### src/rtl/core/corr_mul.sv
module corr_mul #(
  parameter int LW = 169,
  parameter int MB = 69
) (
  input  logic          clk,
  input  logic          rst,
  input  logic          start,
  input  logic [LW-1:0] a,
  input  logic [MB-1:0] b,
  output logic          done,
  output logic [LW-1:0] product
);

  localparam int CW = (MB > 1) ? $clog2(MB) : 1;

  logic          busy;
  logic [CW-1:0] cnt;
  logic [LW-1:0] acc;
  logic [LW-1:0] ash;
  logic [MB-1:0] bsh;

  // Shift-add: one multiplier bit per cycle.
  always_ff @(posedge clk) begin
    if (rst) begin
      busy <= 1'b0;
      done <= 1'b0;
      cnt  <= '0;
    end else begin
      done <= 1'b0;
      if (start) begin
        busy <= 1'b1;
        cnt  <= '0;
        acc  <= '0;
        ash  <= a;
        bsh  <= b;
      end else if (busy) begin
        if (bsh[0]) begin
          acc <= acc + ash;
        end
        ash <= ash << 1;
        bsh <= bsh >> 1;
        cnt <= cnt + 1'b1;
        if (cnt == CW'(MB - 1)) begin
          busy <= 1'b0;
          done <= 1'b1;
        end
      end
    end
  end

  assign product = acc;

endmodule

### config.mk
export PLATFORM = sky130hd
export DESIGN_NAME = corr_mul
export DESIGN_NICKNAME = d
export VERILOG_FILES = /design/src/rtl/core/corr_mul.sv
export SDC_FILE = /design/constraint.sdc
export NUM_CORES = 1
export LEC_CHECK = 0
export BUFFER_PORTS_ARGS = -buffer_cell sky130_fd_sc_hd__buf_2
export CORE_MARGIN = 2
export CORE_UTILIZATION = 55
export DETAILED_ROUTE_END_ITERATION = 8
export GPL_TIMING_DRIVEN = 0
export PLACE_DENSITY_LB_ADDON = 0.2
export SYNTH_ARGS = -nofsm -noshare
export SYNTH_HDL_FRONTEND = slang
export SYNTH_SLANG_ARGS = --single-unit
export TNS_END_PERCENT = 5
### constraint.sdc
create_clock -name clk -period 31.2 [get_ports clk]
set_clock_uncertainty 0.15 [all_clocks]
set_input_delay 9.36 -clock clk [delete_from_list [all_inputs] [get_ports clk]]
set_output_delay 9.36 -clock clk [all_outputs]
set_load 0.01 [all_outputs]
==> reports/qor.csv <==
stage,metric,value,unit
synth,synth_seq_cells,416,
floorplan,die_y,232,µm
sta,finalSetupViolations,0,
placement,port-buffer-count,410,
synth,synth_enable_flop_cells,407,
floorplan,fp-row-count,83,
synth,synthAdderAreaFrac,0.0752,
critical_path,arrival,13.08,ns
critical_path,r2r.worst_path.cells,14,
clock_tree,post_cts_resized,0,
global_routing,antenna_found_initial,9,
cells_and_area,final_cells,4073,
pwr,p_leak,0.0129,µW
synth,synth_top_family_by_area,compound AO/OA/AOI/OAI gates,
synth,synthTopCellsByCount,"407 x edfxtp_1, 350 x nor2_1, 300 x a21oi_1, 236 x mux2_2, 192 x nand2_1",
global_routing,grt_pass1_vias,23867,
sta,max_freq,0.0771,GHz
cells_and_area,layout-drive-gt1-share,0.231,
synth,ys_seq_area_frac,0.434,
cells_and_area,multi_input_area,0.0152,mm²
sta,tightest_slew,1.26,ns
routing,via_per_inst,6.09,
critical_path,crit_end,product[85],
global_routing,grt_overflow,0,
synth,syn_avg_cell_area,9.91,µm²
routing,ant_nets,0,
clock_tree,hold_buffers,0,
routing,wl_met1,38700,µm
floorplan,die-area,0.0538,mm²
global_routing,grt_first_pass_wirelength,137000,µm
floorplan,coreArea,0.0513,mm²
clock_tree,clk_pin_slew,0.06,ns
synth,synth_top_area_frac,0.428,
clock_tree,cts_setup_buffers,0,
clock_tree,cts_tree,yes,
routing,drt_iter0_markers,2304,
clock_tree,root_buffer,clkbuf_16,
synth,yosys_most_used_dff,edfxtp_1,
cells_and_area,area_delta_synth_final,16.2,%
critical_path,cp_max_fo,62,
synth,synth_warnings,0,
critical_path,crit-reg2reg-launch,product[48],
synth,ys_async_sr_fraction,0,
sta,max_slew_margin,0.162,
critical_path,setup.worst_path.start,start,
run_status,outcome,"finished, final reports clean",
routing,vias,24807,
synth,synth_mux_area_frac,0.0977,
sta,fin_crit,12.97,ns
synth,synth_fp_nets,3296,
synth,yosysMostFrequentCell,edfxtp_1,
routing,firstDrtPassIters,5,
clock_tree,htreeDepth,2,
cells_and_area,nNetsFinal,3764,
critical_path,path_class,in2reg,
worst_hold_path,hp-class,reg2reg,
cells_and_area,postLayoutCoreUtil,0.647,
critical_path,reg2reg_slack,25.06,ns
cells_and_area,fill_cells,4208,
placement,routabilityCongestion,0.998,
sta,setup_tns,0,ns
routing,post-route-drc-count,0,
critical_path,critPathCaptureType,register,
clock_tree,clk_latency,0.62,ns
global_routing,track_usage,0.329,
sta,final_hold_viol_count,0,
routing,wl_met2,42300,µm
sta,min_period_over_period,0.416,
cells_and_area,regArea,0.0124,mm²
synth,synth-simple-area-share,0.139,
routing,wl_per_cell,22.4,µm
routing,wl_met3,6600,µm
placement,hpwl,72400,µm
floorplan,ios,411,
critical_path,startpoint_type,input pin,
critical_path,r2r-end,product[153],
routing,highest_layer,met5,
job,cap_violations,0,
clock_tree,max-clock-path-buffers,3,
pwr,vdd.ir_drop.worst,0.0000442,V
synth,synth_top_area_cell,edfxtp_1,
placement,dpl.cell_count,3984,
clock_tree,cts_buffers,46,
synth,synth_area,0.0286,mm²
global_routing,grt_start_max_net_pins,63,
synth,synth_cell_types,81,
synth,synth_compound_area_frac,0.173,
sta,drv_slew,0,
sta,rsz0062_at_grt,no,
synth,synthCells,2884,
floorplan,die_x,232,µm
clock_tree,cts.sinks,416,
synth,synth_xor_area_frac,0.0475,
pwr,powerDensity,53.5,mW/mm²
critical_path,critPathRequiredTime,31.31,ns
floorplan,start_util,0.557,
routing,wirelength,91100,µm
synth,synth_area_leaders,"edfxtp_1 43%, mux2_2 9.3%, ha_1 7.4%, a21oi_1 5.3%, nor2_1 4.6%",
through the flow:
| step | hold WS, ns | worst slack, ns | instance area, µm² | total power (µW) |
|---|---|---|---|---|
| after floorplan | 0.308 | 6.26 | 28600 | 1060 |
| after global placement | 0.321 | 0.109 | 31500 | 1220 |
| after detailed placement | 0.348 | 17.53 | 31700 | 1220 |
| after CTS | 0.370 | 18.17 | 33200 | 1770 |
| after global routing | 0.400 | 18.05 | 33200 | 1850 |
| final | 0.374 | 18.23 | 33200 | 1780 |
critical path, cell delays in order:
cell and delay, ns:
buf_2 0.10, clkbuf_1 0.41, buf_1 0.69, clkbuf_1 0.97, o21a_4 0.75, buf_16 0.36
buf_16 0.32
flip-flops by register name (all words and copies together), names as in the netlist:
register,cells
ash,169
product,169
bsh,69
cnt,7
busy,1
done,1
kinds of logic (layout without fill, tap and decap cells):
| kind of cell | after synthesis | count (layout) |
|---|---|---|
| AOI/OAI and AO/OA | 792 | 792 |
| DFF | 416 | 416 |
| xor gates and xnor gates | 155 | 155 |
| other | 0 | 6 |
| and+or+nand+nor | 852 | 852 |
| muxes | 248 | 248 |
| adders and majority gates | 171 | 171 |
| buffers and inverters | 250 | 753 |
how the worst min path moves through the flow:
stage            from     end  slack, ns  depth (start not counted)
2_1_floorplan  cnt[6]  cnt[6]       0.31                          2
3_3_place_gp   cnt[6]  cnt[6]       0.32                          2
3_5_place_dp   cnt[6]  cnt[6]       0.35                          2
4_1_cts        cnt[6]  cnt[6]       0.37                          2
5_1_grt        cnt[6]  cnt[6]       0.40                          2
6_report       cnt[5]  cnt[5]       0.37                          2
cell type report:
cell class,instances,area share
antenna,6,0.000452
buffer,172,0.0204
clock buffer,57,0.0359
clock inverter,26,0.00931
inverter,78,0.00882
multi-input combinational,2218,0.458
sequential,416,0.373
tap,680,0.0256
timing repair buffer,420,0.0680
where the power goes:
| part | switching, µW | internal, µW | leakage [µW] |
|---|---|---|---|
| clock | 240 | 316 | 0.000717 |
| sequential | 26.5 | 674 | 0.00396 |
| combinational | 325 | 193 | 0.00823 |
| total | 591 | 1180 | 0.0129 |
cell usage in the layout, fill, tap and decap left out, types with 22 or more instances in the layout:
cell type	instances
o21ai_1	23
xnor2_1	99
ha_1	170
xor2_1	56
nor2b_1	25
nand4_1	116
o21bai_1	72
clkbuf_1	152
clkbuf_16	46
nor2_1	349
buf_2	437
a21o_1	76
edfxtp_1	407
o21ai_0	152
nand2_1	192
o21a_1	22
nor3_1	44
a21oi_1	300
inv_1	75
o31ai_1	28
mux2_2	236
per-layer routing:
layer | vias up | track usage
met5 | - | 0
met2 | 1006 | 0.534
met4 | 2 | 0.126
met3 | 183 | 0.0573
li1 | 11688 | -
met1 | 11928 | 0.440
(Power assumes the default switching activity.)
