File: config.mk
export PLATFORM = sky130hd
export DESIGN_NAME = corr_acc
export DESIGN_NICKNAME = d
export VERILOG_FILES = /design/src/rtl/core/corr_pkg.sv /design/src/rtl/core/corr_acc.sv
export SDC_FILE = /design/constraint.sdc
export NUM_CORES = 2
export LEC_CHECK = 0
export ABC_AREA = 1
export BUFFER_PORTS_ARGS = -buffer_cell sky130_fd_sc_hd__buf_2
export CAP_MARGIN = 20
export CORE_MARGIN = 2
export CORE_UTILIZATION = 40
export CTS_BUF_LIST = sky130_fd_sc_hd__clkbuf_2
export CTS_CLUSTER_DIAMETER = 50
export DETAILED_ROUTE_END_ITERATION = 6
export GPL_TIMING_DRIVEN = 1
export PLACE_DENSITY_LB_ADDON = 0.3
export SLEW_MARGIN = 20
export SYNTH_ARGS = -nofsm -noshare
export SYNTH_HDL_FRONTEND = slang
export SYNTH_SLANG_ARGS = --single-unit
File: constraint.sdc
create_clock -name clk -period 11.5 [get_ports clk]
set_input_delay 0.575 -clock clk [delete_from_list [all_inputs] [get_ports clk]]
set_output_delay 0.575 -clock clk [all_outputs]
set_load 0.03 [all_outputs]
File: src/rtl/core/corr_pkg.sv
package corr_pkg;

  typedef enum logic [2:0] {
    ST_IDLE,
    ST_ACC,
    ST_CHECK,
    ST_MUL_GO,
    ST_MUL_WAIT,
    ST_OUT
  } state_t;

  typedef enum logic [3:0] {
    OP_VX1,
    OP_VX2,
    OP_VY1,
    OP_VY2,
    OP_N1,
    OP_N2,
    OP_RHS,
    OP_PROD,
    OP_C2,
    OP_LHS
  } op_t;

  typedef enum logic [1:0] {
    PH_XX,
    PH_YY,
    PH_XY
  } acc_phase_t;

  localparam logic [1:0] STATUS_OK    = 2'd0;
  localparam logic [1:0] STATUS_UNDEF = 2'd1;
  localparam logic [1:0] STATUS_OVF   = 2'd2;

  // Magnitude bits of the Q1.14 result and the scale of the squared ratio.
  localparam int Q_BITS     = 15;
  localparam int FRAC_SHIFT = 28;

endpackage

File: src/rtl/core/corr_acc.sv
module corr_acc #(
  parameter int SAMPLE_BITS = 16,
  parameter int MAX_SAMPLES = 65536,
  parameter int CNT_W       = 17,
  parameter int SW          = 34,
  parameter int QW          = 50
) (
  input  logic                   clk,
  input  logic                   rst,
  input  logic                   clear,
  input  logic                   start,
  input  logic [SAMPLE_BITS-1:0] x,
  input  logic [SAMPLE_BITS-1:0] y,
  output logic                   done,
  output logic [CNT_W-1:0]       count,
  output logic                   overflowed,
  output logic [SW-1:0]          sx,
  output logic [SW-1:0]          sy,
  output logic [QW-1:0]          sxx,
  output logic [QW-1:0]          syy,
  output logic [QW-1:0]          sxy
);

  localparam int PB = 2 * SAMPLE_BITS;

  logic                   busy;
  logic                   take;
  corr_pkg::acc_phase_t   phase;
  logic [SAMPLE_BITS-1:0] xr;
  logic [SAMPLE_BITS-1:0] yr;
  logic [SAMPLE_BITS-1:0] ma;
  logic [SAMPLE_BITS-1:0] mb;
  logic signed [PB-1:0]   p;
  logic [QW-1:0]          p_ext;

  // One signed multiplier serves the three products of a pair in turn.
  always_comb begin
    case (phase)
      corr_pkg::PH_XX: begin ma = xr; mb = xr; end
      corr_pkg::PH_YY: begin ma = yr; mb = yr; end
      corr_pkg::PH_XY: begin ma = xr; mb = yr; end
      default:         begin ma = xr; mb = yr; end
    endcase
  end

  assign p     = $signed(ma) * $signed(mb);
  assign p_ext = {{(QW - PB){p[PB-1]}}, p};
  assign done  = busy && (phase == corr_pkg::PH_XY);

  always_ff @(posedge clk) begin
    if (rst || clear) begin
      busy       <= 1'b0;
      take       <= 1'b0;
      phase      <= corr_pkg::PH_XX;
      count      <= '0;
      overflowed <= 1'b0;
      sx         <= '0;
      sy         <= '0;
      sxx        <= '0;
      syy        <= '0;
      sxy        <= '0;
    end else if (start) begin
      xr    <= x;
      yr    <= y;
      busy  <= 1'b1;
      phase <= corr_pkg::PH_XX;
      take  <= (count < CNT_W'(MAX_SAMPLES));
      if (!(count < CNT_W'(MAX_SAMPLES))) begin
        overflowed <= 1'b1;
      end
    end else if (busy) begin
      case (phase)
        corr_pkg::PH_XX: begin
          if (take) begin
            sx  <= sx + {{(SW - SAMPLE_BITS){xr[SAMPLE_BITS-1]}}, xr};
            sy  <= sy + {{(SW - SAMPLE_BITS){yr[SAMPLE_BITS-1]}}, yr};
            sxx <= sxx + p_ext;
          end
          phase <= corr_pkg::PH_YY;
        end
        corr_pkg::PH_YY: begin
          if (take) begin
            syy <= syy + p_ext;
          end
          phase <= corr_pkg::PH_XY;
        end
        default: begin
          if (take) begin
            sxy   <= sxy + p_ext;
            count <= count + 1'b1;
          end
          busy  <= 1'b0;
          phase <= corr_pkg::PH_XX;
        end
      endcase
    end
  end

endmodule

==> results.json <==
{
  "placedInstanceArea_mm2": 0.03762,
  "syn_area_per_cell_um2": 6.469,
  "cts_tree": "done",
  "grt_pass1_wl_um": 194700,
  "cts_root_buffer": "clkbuf_2",
  "synth-compound-area-share": 0.1328,
  "synthSimpleGateAreaFrac": 0.2872,
  "setup_viol": 0,
  "clk_pin_slew_ns": 0.11,
  "post_drt_via_cell_ratio": 5.149,
  "place_congestion": 1.006,
  "holdBufCountCts": 51,
  "postCtsSetupRepairBufs": 0,
  "syn_nets": 6001,
  "worst_path_largest_cell_delay_ns": 0.83,
  "ys_async_sr_fraction": 0,
  "finalHoldViolCount": 0,
  "wirelength_um": 126600,
  "tns_ns": 0,
  "hold_class": "in -> reg",
  "crit_required_ns": 12.63,
  "syn_area_mm2": 0.03487,
  "synthTopCellsByArea": "fa_1 15%, dfxtp_1 14%, nand2_1 12%",
  "seq_area_mm2": 0.005766,
  "start_kind": "flop",
  "ys_types": 47,
  "layout_commonest_cell": "nand2_1",
  "rows": 108,
  "cp.arrival_ns": 11.40,
  "dieHeight_um": 299.2,
  "synthToLayoutAreaGrowth_pct": 11.55,
  "maxCapViolations": 0,
  "drive_gt1_frac": 0.08378,
  "slew_viol_final": 0,
  "clock_path_buffers": 3,
  "numCtsBuffers": 82,
  "grt_pass1_vias": 34545,
  "clk_latency_ns": 1.23,
  "ff2ff_setup_slack_ns": 1.22,
  "finalCritPeriodShare": 0.8935,
  "grt-ovfl-total": 0,
  "final_cell_mix": "1106 x nand2_1, 1016 x inv_1, 946 x nor2_1",
  "fmax_mhz": 97.32,
  "synthAdderAreaFrac": 0.2638,
  "rsz0062_at_grt": "false",
  "yosys_warnings": 0,
  "synthCells": 5390,
  "ys_seq_area_frac": 0.1654,
  "grt_max_degree": 87,
  "status": "finished, final reports clean",
  "htreeDepth": 3,
  "dp_hpwl_um": 103500,
  "yosysTopAreaCellShare": 0.1533,
  "drc_errors": 0,
  "fin_skew_ns": 0.1370,
  "synth-edff-count": 32,
  "io_buffers": 272,
  "start_util": 0.4025,
  "fin_util": 0.4490,
  "drtIter0Drc": 2507,
  "fill_cells": 9224,
  "crit_slowest_cell": "xor2_1",
  "slew_headroom": 0.2833,
  "clock_sinks": 272,
  "crit_top_cell": "nand2_1",
  "die_area_mm2": 0.08954,
  "worst_pin_slew_ns": 1.075,
  "antenna_found_initial": 5,
  "final_nets": 6351,
  "die_w_um": 299.2,
  "grt_usage": 0.2783,
  "synth_top_flop_cell": "dfxtp_1",
  "synth_xor_area_frac": 0.02939,
  "end_kind": "flop",
  "core_mm2": 0.08662,
  "wl_per_cell_um": 18.19,
  "synth_top_family_by_area": "simple AND/OR/NAND/NOR gates",
  "yosysTopAreaCell": "fa_1",
  "crit_fanout": 18,
  "ys_seq_elements": 272,
  "design_area_mm2": 0.03889,
  "detail-route-antenna-nets": 0,
  "vias": 35842,
  "min_period_ns": 10.28,
  "ios": 273,
  "multi_input_area_mm2": 0.02490,
  "drt-pass1-iter-count": 6,
  "synth_mux_area_frac": 0,
  "cts.repair.resized": 0,
  "critPathKind": "reg -> reg"
}
## metal layers
layer,track usage,up-vias,part of all wire
li1,-,17720,-
met1,0.3602,16698,0.43
met2,0.4667,1190,0.46
met3,0.04740,232,0.070
met4,0.09976,2,0.037
met5,0,-,0.00013
## worst max-delay path, delay by kind of cell (launching register included)
kind	cells	cell delay [ns]
and+or+nand+nor	20	3.15
adders and majority gates	8	3.72
DFF	1	0.36
AOI/OAI and AO/OA	3	1.10
buffers and inverters	7	1.07
xor gates and xnor gates	1	0.83
## logic make-up (layout without fill, tap and decap cells)
group	count (synthesis)	after routing
adder cells (fa/ha/maj)	575	575
flip-flops	272	272
AO/OA/AOI/OAI	824	824
AND/OR/NAND/NOR	2482	2482
XOR/XNOR	117	117
buffers and inverters	1120	1531
other	0	5
## cells in the mapped netlist (2+ instances only)
library cell	number
o211ai_1	37
buf_1	4
inv_1	1018
a31oi_1	14
o221ai_1	13
o21ai_1	4
nand3_2	2
nor3_1	45
nor3b_1	2
o2111ai_1	2
a31o_2	7
a21boi_0	10
nor4_1	21
edfxtp_1	32
or2_2	13
nor2_1	949
clkbuf_1	72
xor2_1	87
and3_1	4
buf_2	20
o21a_1	10
nand4_1	43
clkinv_1	4
ha_1	308
xnor2_1	30
a21oi_1	327
a21o_1	36
nor2_2	4
nand2_1	1106
fa_1	267
nor2_4	2
o21bai_1	52
a21oi_2	5
nand3_1	275
a211oi_1	6
dfxtp_1	240
o21ai_0	297
and2_1	7
nand3b_1	7
## state kept, by name, summed over array words and instances (netlist names)
name        cells
busy            1
count          17
overflowed      1
phase           2
sx             34
sxx            50
sxy            50
sy             34
syy            50
take            1
xr             16
yr             16
## worst paths after layout
kind | start | to | depth (start not counted)
max | phase[1] | sxx[49] | 39
min | x[9] | xr[9] | 2
max reg2reg | phase[1] | sxx[49] | 39
min reg2reg | overflowed | overflowed | 2
## through the flow
stage / hold WS (ns) / instances / setup slack, ns
global placement: 0.4575 / 6760 / 1.250
finish: 0.09764 / 6961 / 1.225
detailed placement: 0.4712 / 6760 / 1.453
floorplan: 0.4778 / 5390 / 2.794
CTS: 0.0005630 / 6956 / 1.368
global route: 0.05459 / 6957 / 0.5958
## layout make-up
| type | instances | share of cell area |
|---|---|---|
| Clock buffer | 116 | 0.01493 |
| Clock inverter | 29 | 0.004439 |
| Sequential cell | 272 | 0.1482 |
| Timing Repair Buffer | 363 | 0.05585 |
| Antenna cell | 5 | 0.0003217 |
| Multi-Input combinational cell | 3998 | 0.6402 |
| Tap cell | 1155 | 0.03716 |
| Inverter | 1023 | 0.09886 |
Power is not shown: default switching activity piles up to over one toggle a cycle in this logic, so the estimate is an artifact.
